===== src/double_click_detector_defines.svh =====
// ----------------------------------------------------------------------------
// Double click detector assertion macros
// Shared macros for the concurrent checks of the double click detector.
// ----------------------------------------------------------------------------
`ifndef DOUBLE_CLICK_DETECTOR_DEFINES_SVH
`define DOUBLE_CLICK_DETECTOR_DEFINES_SVH

// The condition must hold in the same cycle as the trigger.
`define DCD_ASSERT_SAME(label, trig, cond, msg) \
    label: assert property (@(posedge clk) disable iff (!rst_n) \
        (trig) |-> (cond)) else $error(msg);

// The condition must hold in the cycle after the trigger.
`define DCD_ASSERT_NEXT(label, trig, cond, msg) \
    label: assert property (@(posedge clk) disable iff (!rst_n) \
        (trig) |=> (cond)) else $error(msg);

`endif


===== src/dcd_pkg.sv =====
// ----------------------------------------------------------------------------
// Double click detector package
// Payload types, register indexes, event codes and reset values.
// ----------------------------------------------------------------------------
`default_nettype none

package dcd_pkg;

    localparam int CFG_IDX_W  = 2;
    localparam int CFG_DATA_W = 24;
    localparam int TIME_W     = 24;
    localparam int DIST_W     = 10;

    localparam logic [CFG_IDX_W-1:0] CFG_DOUBLE_CLICK_TIME = 2'd0;
    localparam logic [CFG_IDX_W-1:0] CFG_MAX_CLICK_DIST    = 2'd1;

    localparam logic [TIME_W-1:0] DOUBLE_CLICK_TIME_RESET = 24'd300000;
    localparam logic [DIST_W-1:0] MAX_CLICK_DIST_RESET    = 10'd6;

    localparam logic [1:0] KIND_PRESS   = 2'd0;
    localparam logic [1:0] KIND_RELEASE = 2'd1;

    typedef struct packed {
        logic [1:0]         kind;
        logic [2:0]         button;
        logic signed [15:0] pos_x;
        logic signed [15:0] pos_y;
        logic [31:0]        stamp_us;
        logic [3:0]         modifier_keys;
        logic               from_mouse;
    } dcd_in_t;

    typedef struct packed {
        logic signed [15:0] first_x;
        logic signed [15:0] first_y;
        logic [2:0]         click_button;
        logic [31:0]        click_time_us;
        logic [3:0]         click_modifiers;
    } dcd_out_t;

    typedef struct packed {
        logic awaiting;
        logic phase;
    } dcd_status_t;

endpackage

`default_nettype wire


===== src/dcd_in_stage.sv =====
// ----------------------------------------------------------------------------
// Double click detector input stage
// Holds one accepted event until the click engine consumes it.
// ----------------------------------------------------------------------------
`default_nettype none

module dcd_in_stage (
    input  wire logic           clk,
    input  wire logic           rst_n,
    input  wire logic           in_valid,
    output logic                in_ready,
    input  wire dcd_pkg::dcd_in_t in_data,
    input  wire logic           take,
    output logic                stage_valid,
    output dcd_pkg::dcd_in_t    stage_data
);
    import dcd_pkg::*;

    logic    valid_reg;
    logic    valid_next;
    dcd_in_t data_reg;
    logic    accept;

    assign in_ready = !valid_reg || take;
    assign accept   = in_valid && in_ready;

    always_comb
    begin
        valid_next = valid_reg;
        if (accept)
        begin
            valid_next = 1'b1;
        end
        else if (take)
        begin
            valid_next = 1'b0;
        end
    end

    always_ff @(posedge clk or negedge rst_n)
    begin
        if (!rst_n)
        begin
            valid_reg <= 1'b0;
        end
        else
        begin
            valid_reg <= valid_next;
        end
    end

    always_ff @(posedge clk)
    begin
        if (accept)
        begin
            data_reg <= in_data;
        end
    end

    assign stage_valid = valid_reg;
    assign stage_data  = data_reg;

endmodule

`default_nettype wire


===== src/dcd_engine.sv =====
// ----------------------------------------------------------------------------
// Double click detector click engine
// Keeps the click state and press history and checks time and distance.
// ----------------------------------------------------------------------------
`default_nettype none

module dcd_engine (
    input  wire logic                         clk,
    input  wire logic                         rst_n,
    input  wire logic                         item_valid,
    input  wire dcd_pkg::dcd_in_t             item,
    input  wire logic                         slot_free,
    input  wire logic [dcd_pkg::TIME_W-1:0]   click_time,
    input  wire logic [dcd_pkg::DIST_W-1:0]   click_dist,
    output logic                              take,
    output logic                              emit,
    output dcd_pkg::dcd_out_t                 result,
    output dcd_pkg::dcd_status_t              status
);
    import dcd_pkg::*;

    logic               awaiting_reg;
    logic               awaiting_next;
    logic               phase_reg;
    logic               phase_next;
    logic               last_valid_reg;
    logic               last_valid_next;
    logic [2:0]         last_id_reg;
    logic [2:0]         last_id_next;
    logic signed [15:0] px_reg [2];
    logic signed [15:0] py_reg [2];
    logic [31:0]        stamp_reg [2];

    logic               is_press;
    logic               is_release;
    logic               sel;
    logic               wr_en;
    logic [31:0]        gap;
    logic               time_ok;
    logic signed [16:0] dx;
    logic signed [16:0] dy;
    logic signed [33:0] sqx;
    logic signed [33:0] sqy;
    logic [32:0]        d2;
    logic [19:0]        lim;
    logic               dist_ok;
    logic               in_limits;

    assign take = item_valid && slot_free;

    assign is_press   = item.from_mouse && (item.kind == KIND_PRESS) && !awaiting_reg;
    assign is_release = item.from_mouse && (item.kind == KIND_RELEASE) && awaiting_reg
                        && (item.button == last_id_reg);

    assign sel = is_release ? phase_reg : 1'b0;

    assign gap     = item.stamp_us - stamp_reg[sel];
    assign time_ok = gap <= {8'd0, click_time};

    assign dx  = {item.pos_x[15], item.pos_x} - {px_reg[sel][15], px_reg[sel]};
    assign dy  = {item.pos_y[15], item.pos_y} - {py_reg[sel][15], py_reg[sel]};
    assign sqx = dx * dx;
    assign sqy = dy * dy;
    assign d2  = {1'b0, sqx[31:0]} + {1'b0, sqy[31:0]};
    assign lim = click_dist * click_dist;
    assign dist_ok   = d2 <= {13'd0, lim};
    assign in_limits = time_ok && dist_ok;

    always_comb
    begin
        awaiting_next   = awaiting_reg;
        phase_next      = phase_reg;
        last_valid_next = last_valid_reg;
        last_id_next    = last_id_reg;
        wr_en           = 1'b0;
        emit            = 1'b0;
        if (take && is_press)
        begin
            if (last_valid_reg && (item.button != last_id_reg))
            begin
                phase_next = 1'b0;
            end
            else if (phase_reg && !in_limits)
            begin
                phase_next = 1'b0;
            end
            last_id_next    = item.button;
            last_valid_next = 1'b1;
            awaiting_next   = 1'b1;
            wr_en           = 1'b1;
        end
        else if (take && is_release)
        begin
            awaiting_next = 1'b0;
            if (!in_limits)
            begin
                phase_next = 1'b0;
            end
            else if (!phase_reg)
            begin
                phase_next = 1'b1;
            end
            else
            begin
                phase_next = 1'b0;
                emit       = 1'b1;
            end
        end
    end

    always_ff @(posedge clk or negedge rst_n)
    begin
        if (!rst_n)
        begin
            awaiting_reg   <= 1'b0;
            phase_reg      <= 1'b0;
            last_valid_reg <= 1'b0;
            last_id_reg    <= 3'd0;
        end
        else
        begin
            awaiting_reg   <= awaiting_next;
            phase_reg      <= phase_next;
            last_valid_reg <= last_valid_next;
            last_id_reg    <= last_id_next;
        end
    end

    always_ff @(posedge clk)
    begin
        if (wr_en)
        begin
            px_reg[phase_next]    <= item.pos_x;
            py_reg[phase_next]    <= item.pos_y;
            stamp_reg[phase_next] <= item.stamp_us;
        end
    end

    always_comb
    begin
        result.first_x         = px_reg[0];
        result.first_y         = py_reg[0];
        result.click_button    = item.button;
        result.click_time_us   = item.stamp_us;
        result.click_modifiers = item.modifier_keys;
    end

    assign status.awaiting = awaiting_reg;
    assign status.phase    = phase_reg;

endmodule

`default_nettype wire


===== src/dcd_out_stage.sv =====
// ----------------------------------------------------------------------------
// Double click detector output stage
// Holds one double click result until the consumer takes it.
// ----------------------------------------------------------------------------
`default_nettype none

module dcd_out_stage (
    input  wire logic              clk,
    input  wire logic              rst_n,
    input  wire logic              load,
    input  wire dcd_pkg::dcd_out_t result,
    output logic                   slot_free,
    output logic                   out_valid,
    input  wire logic              out_ready,
    output dcd_pkg::dcd_out_t      out_data
);
    import dcd_pkg::*;

    logic     valid_reg;
    logic     valid_next;
    dcd_out_t data_reg;

    assign slot_free = !valid_reg || out_ready;

    always_comb
    begin
        valid_next = valid_reg;
        if (load)
        begin
            valid_next = 1'b1;
        end
        else if (out_ready)
        begin
            valid_next = 1'b0;
        end
    end

    always_ff @(posedge clk or negedge rst_n)
    begin
        if (!rst_n)
        begin
            valid_reg <= 1'b0;
        end
        else
        begin
            valid_reg <= valid_next;
        end
    end

    always_ff @(posedge clk)
    begin
        if (load)
        begin
            data_reg <= result;
        end
    end

    assign out_valid = valid_reg;
    assign out_data  = data_reg;

endmodule

`default_nettype wire


===== src/double_click_detector.sv =====
// The double click detector takes one mouse event per cycle while the result register
// can take a result, and returns one result for each completed double click, which moves
// from the completing release through the input register and click engine into the
// result register. An event waits in the input register until the engine takes it, then
// the engine checks it against the stored press in a single pass of one subtract and
// compare for the time gap and two 17-bit squarings with an add and compare for the
// distance, and the result register holds the double click until it is taken. Configuration
// writes are taken in any cycle and should only be made while no event is in flight.
// ----------------------------------------------------------------------------
// Double click detector top level
// Input register, click engine, result register and configuration registers.
// ----------------------------------------------------------------------------
`default_nettype none

`include "double_click_detector_defines.svh"

module double_click_detector (
    input  wire logic                             clk,
    input  wire logic                             rst_n,
    input  wire logic                             in_valid,
    output logic                                  in_ready,
    input  wire dcd_pkg::dcd_in_t                 in_data,
    output logic                                  out_valid,
    input  wire logic                             out_ready,
    output dcd_pkg::dcd_out_t                     out_data,
    input  wire logic                             cfg_valid,
    output logic                                  cfg_ready,
    input  wire logic [dcd_pkg::CFG_IDX_W-1:0]    cfg_index,
    input  wire logic [dcd_pkg::CFG_DATA_W-1:0]   cfg_data
);
    import dcd_pkg::*;

    logic [TIME_W-1:0] click_time_reg;
    logic [DIST_W-1:0] click_dist_reg;
    logic              stage_valid;
    dcd_in_t           stage_data;
    logic              take;
    logic              emit;
    logic              slot_free;
    dcd_out_t          result;
    dcd_status_t       status;

    assign cfg_ready = 1'b1;

    always_ff @(posedge clk or negedge rst_n)
    begin
        if (!rst_n)
        begin
            click_time_reg <= DOUBLE_CLICK_TIME_RESET;
            click_dist_reg <= MAX_CLICK_DIST_RESET;
        end
        else if (cfg_valid && cfg_ready)
        begin
            case (cfg_index)
                CFG_DOUBLE_CLICK_TIME: click_time_reg <= cfg_data[TIME_W-1:0];
                CFG_MAX_CLICK_DIST:    click_dist_reg <= cfg_data[DIST_W-1:0];
                default:               ;
            endcase
        end
    end

    dcd_in_stage u_in_stage (
        .clk         (clk),
        .rst_n       (rst_n),
        .in_valid    (in_valid),
        .in_ready    (in_ready),
        .in_data     (in_data),
        .take        (take),
        .stage_valid (stage_valid),
        .stage_data  (stage_data)
    );

    dcd_engine u_engine (
        .clk        (clk),
        .rst_n      (rst_n),
        .item_valid (stage_valid),
        .item       (stage_data),
        .slot_free  (slot_free),
        .click_time (click_time_reg),
        .click_dist (click_dist_reg),
        .take       (take),
        .emit       (emit),
        .result     (result),
        .status     (status)
    );

    dcd_out_stage u_out_stage (
        .clk       (clk),
        .rst_n     (rst_n),
        .load      (emit),
        .result    (result),
        .slot_free (slot_free),
        .out_valid (out_valid),
        .out_ready (out_ready),
        .out_data  (out_data)
    );

    `DCD_ASSERT_SAME(a_emit_in_second_click, emit, status.awaiting && status.phase,
        "Result emitted outside the second click.")
    `DCD_ASSERT_NEXT(a_emit_clears_state, emit, !status.awaiting && !status.phase,
        "Click state not cleared after a double click.")
    `DCD_ASSERT_SAME(a_stall_only_when_full, !in_ready, stage_valid && !take,
        "Input stalled while the input register could move.")
    `DCD_ASSERT_SAME(a_out_rise_from_emit, $rose(out_valid), $past(emit),
        "Result appeared without a completed double click.")

endmodule

`default_nettype wire

===== config.mk =====
export PLATFORM = sky130hd
export DESIGN_NAME = double_click_detector
export DESIGN_NICKNAME = d
export VERILOG_FILES = /design/src/dcd_pkg.sv /design/src/dcd_in_stage.sv /design/src/dcd_engine.sv /design/src/dcd_out_stage.sv /design/src/double_click_detector.sv
export VERILOG_INCLUDE_DIRS = /design/src /design/src/src
export SDC_FILE = /design/constraint.sdc
export NUM_CORES = 2
export LEC_CHECK = 0
export ABC_CLOCK_PERIOD_IN_PS = 31500
export BUFFER_PORTS_ARGS = -buffer_cell sky130_fd_sc_hd__clkbuf_2
export CAP_MARGIN = 5
export CORE_ASPECT_RATIO = 0.75
export CORE_MARGIN = 2
export CORE_UTILIZATION = 36
export CTS_BUF_LIST = sky130_fd_sc_hd__clkbuf_16
export CTS_CLUSTER_DIAMETER = 150
export CTS_CLUSTER_SIZE = 24
export DETAILED_ROUTE_END_ITERATION = 8
export PLACE_DENSITY = 0.54
export SYNTH_ARGS = -nofsm -noshare
export SYNTH_HDL_FRONTEND = slang
export SYNTH_SLANG_ARGS = --single-unit

===== constraint.sdc =====
create_clock -name clk -period 31.5 [get_ports clk]
set_clock_uncertainty 0.2 [all_clocks]
set_input_delay 3.15 -clock clk [delete_from_list [all_inputs] [get_ports clk]]
set_output_delay 3.15 -clock clk [all_outputs]
set_load 0.02 [all_outputs]

==> results.toml <==
[critical_path]
cp.required_ns = 31.46
cp_num_cells = 49
critPathCaptureType = "flop"
path_max_fanout = 55
critPathTopFamily = "adder cells"
cpMaxStageDelayCell = "xnor2_1"
max_stage_delay_ns = 0.82
worstSetupPathType = "flop to flop"
reg2reg_depth = 49
worstPathArrival_ns = 15.46
cpMostUsedCell = "fa_1"
critPathBufInv = 8
startpoint_type = "flop"

[placed_design]
gp_congestion = 0.892
port_buffers = 177
dpl.hpwl_um = 72300
placed_cell_area_um2 = 39500

[grt]
grt_max_degree = 65
grt_use_total_pct = 17.1
grt_first_pass_wirelength_um = 142000
overflow = 0
first_global_vias = 25300
antenna_found_initial = 1

[synth]
ys_warn_count = 0
yosysTopAreaCell = "fa_1"
synth.top_cell.area_share_pct = 30.8
synth_area_um2 = 36900
ys.flop_type = "edfxtp_1"
synth_edf_count = 273
synth.distinct_cells = 88
postSynthCellCount = 3567
ys_ff_latch = 315
ys_seq_area_share_pct = 25.1
synth_area_per_cell_um2 = 10.3
synthTopCellsByArea = "fa_1 (31%), edfxtp_1 (22%), ha_1 (11%)"
async_flop_share_pct = 13.3
synth_nets = 4574

[route]
drt_iter0_drc = 1508
met2_length_um = 37500
wl_per_cell_um = 17.3
top_layer_used = "met4"
drtPass1Iterations = 5
ant_nets = 0
num_vias = 24500
route.detailed.drc = 0
drt-met1-wl_um = 43900
wl_met3_um = 5250
wl_um = 87600
via_per_inst = 4.83

[clock_tree]
holdBufCountCts = 0
cts-htree-levels = 1
clock_latency_ns = 0.56
numCtsBuffers = 17
root_buffer = "clkbuf_16"
cts_buffer_depth = 3
post_cts_buffers = 0
cts_tree = "built"
clkSinkCount = 315
cts_resized = 0
path_clk_slew_ns = 0.09

[floorplanning]
num_rows = 101
io_pins = 179
die_w_um = 374
start_util_pct = 36.4
dieArea_um2 = 105000
core_area_um2 = 101000
die_h_um = 281

[final_layout]
nets = 4732
drive_gt1_share_pct = 8.16
final_common_cell = "inv_1"
largest_reg_flops = 74
final_area_um2 = 40000
final_cell_mix = "inv_1 (791), fa_1 (567), ha_1 (335), edfxtp_1 (273), nand2_1 (266)"
syn2layout_area_growth_pct = 8.38

[hold_path]
worstHoldPathType = "flop to flop"
holdPathStages = 0

[sta]
setup_viol = 0
slew_headroom_pct = 21.8
timing.fmax_mhz = 64.5
fin_crit_sh_pct = 49.2
tns_ns = 0
finalHoldViolations = 0
worst_slew_pin_slew_ns = 1.16
slew_viol_final = 0
rsz0062_at_grt = "false"
fin_crit_ns = 15.50

[run]
cap_violations = 0

[outcome]
outcome = "completed"
==> final timing paths <==
| check | start | end | slack, ns |
|---|---|---|---|
| max | u_in_stage.stage_data[71] | u_out_stage.out_data[40] | 16.00 |
| min | u_in_stage.stage_data[2] | u_out_stage.out_data[1] | 0.23 |
| max reg2reg | u_in_stage.stage_data[71] | u_out_stage.out_data[40] | 16.00 |
| min reg2reg | u_in_stage.stage_data[2] | u_out_stage.out_data[1] | 0.23 |
| max in group asynchronous | rst_n | click_time_reg[0] | 28.19 |
| min in group asynchronous | rst_n | click_time_reg[11] | 2.45 |
==> kinds of logic (layout without fill, tap and decap cells) <==
| family | Yosys count | after routing | synth area share, % |
|---|---|---|---|
| buffers and inverters | 867 | 1036 | 8.88 |
| other | 1 | 2 | 0.0102 |
| muxes | 85 | 85 | 2.37 |
| DFF | 315 | 315 | 25.1 |
| and+or+nand+nor | 783 | 783 | 9.64 |
| AOI/OAI and AO/OA | 446 | 446 | 7.84 |
| adders and majority gates | 902 | 902 | 42.1 |
| xor gates and xnor gates | 168 | 168 | 4.01 |
==> Yosys cell counts, drive strengths merged (54+ instances only) <==
cell    instances
xnor2         122
edfxtp        273
fa            567
o21ai         107
inv           786
nor2          251
a21oi         123
a21o           54
nand2         266
ha            335
mux2i          65
clkbuf         63
==> final cells by class <==
type	instances	area [µm²]
Clock buffer	17	425
Timing Repair Buffer	211	1140
Multi-Input combinational cell	2385	24400
Sequential cell	315	9260
Tap cell	1339	1680
Antenna cell	1	2.50
Fill cell	10100	61400
Inverter	795	2980
Clock inverter	13	70.1
==> worst reg2reg max path: cells and delay by family, from the launching register on <==
family                   cells  cell delay [ns]
AND/OR/NAND/NOR             14             3.73
adder cells (fa/ha/maj)      9             3.82
AO/OA/AOI/OAI               13             2.98
multiplexers                 1             0.17
flip-flops                   1             0.42
XOR/XNOR                     4             1.26
buffers and inverters        8             2.39
==> stage by stage <==
| step | worst slack (ns) | util, % | std cells | hold slack (ns) |
|---|---|---|---|---|
| CTS | 16.00 | 39.4 | 5075 | 0.228 |
| finish | 16.00 | 39.4 | 5076 | 0.229 |
| detailed placement | 16.01 | 39.0 | 5045 | 0.212 |
| floorplan | 16.77 | - | 3567 | 0.200 |
| global placement | 16.39 | 39.0 | 5045 | 0.200 |
| global route | 14.99 | 39.4 | 5076 | 0.241 |
==> per-layer routing <==
layer,vias to the layer above,track usage [%]
li1,11700,-
met1,12200,26.3
met2,525,25.7
met3,55,2.92
met4,0,2.15
met5,-,0
Power is not shown: default switching activity piles up to over one toggle a cycle in this logic, so the estimate is an artifact.
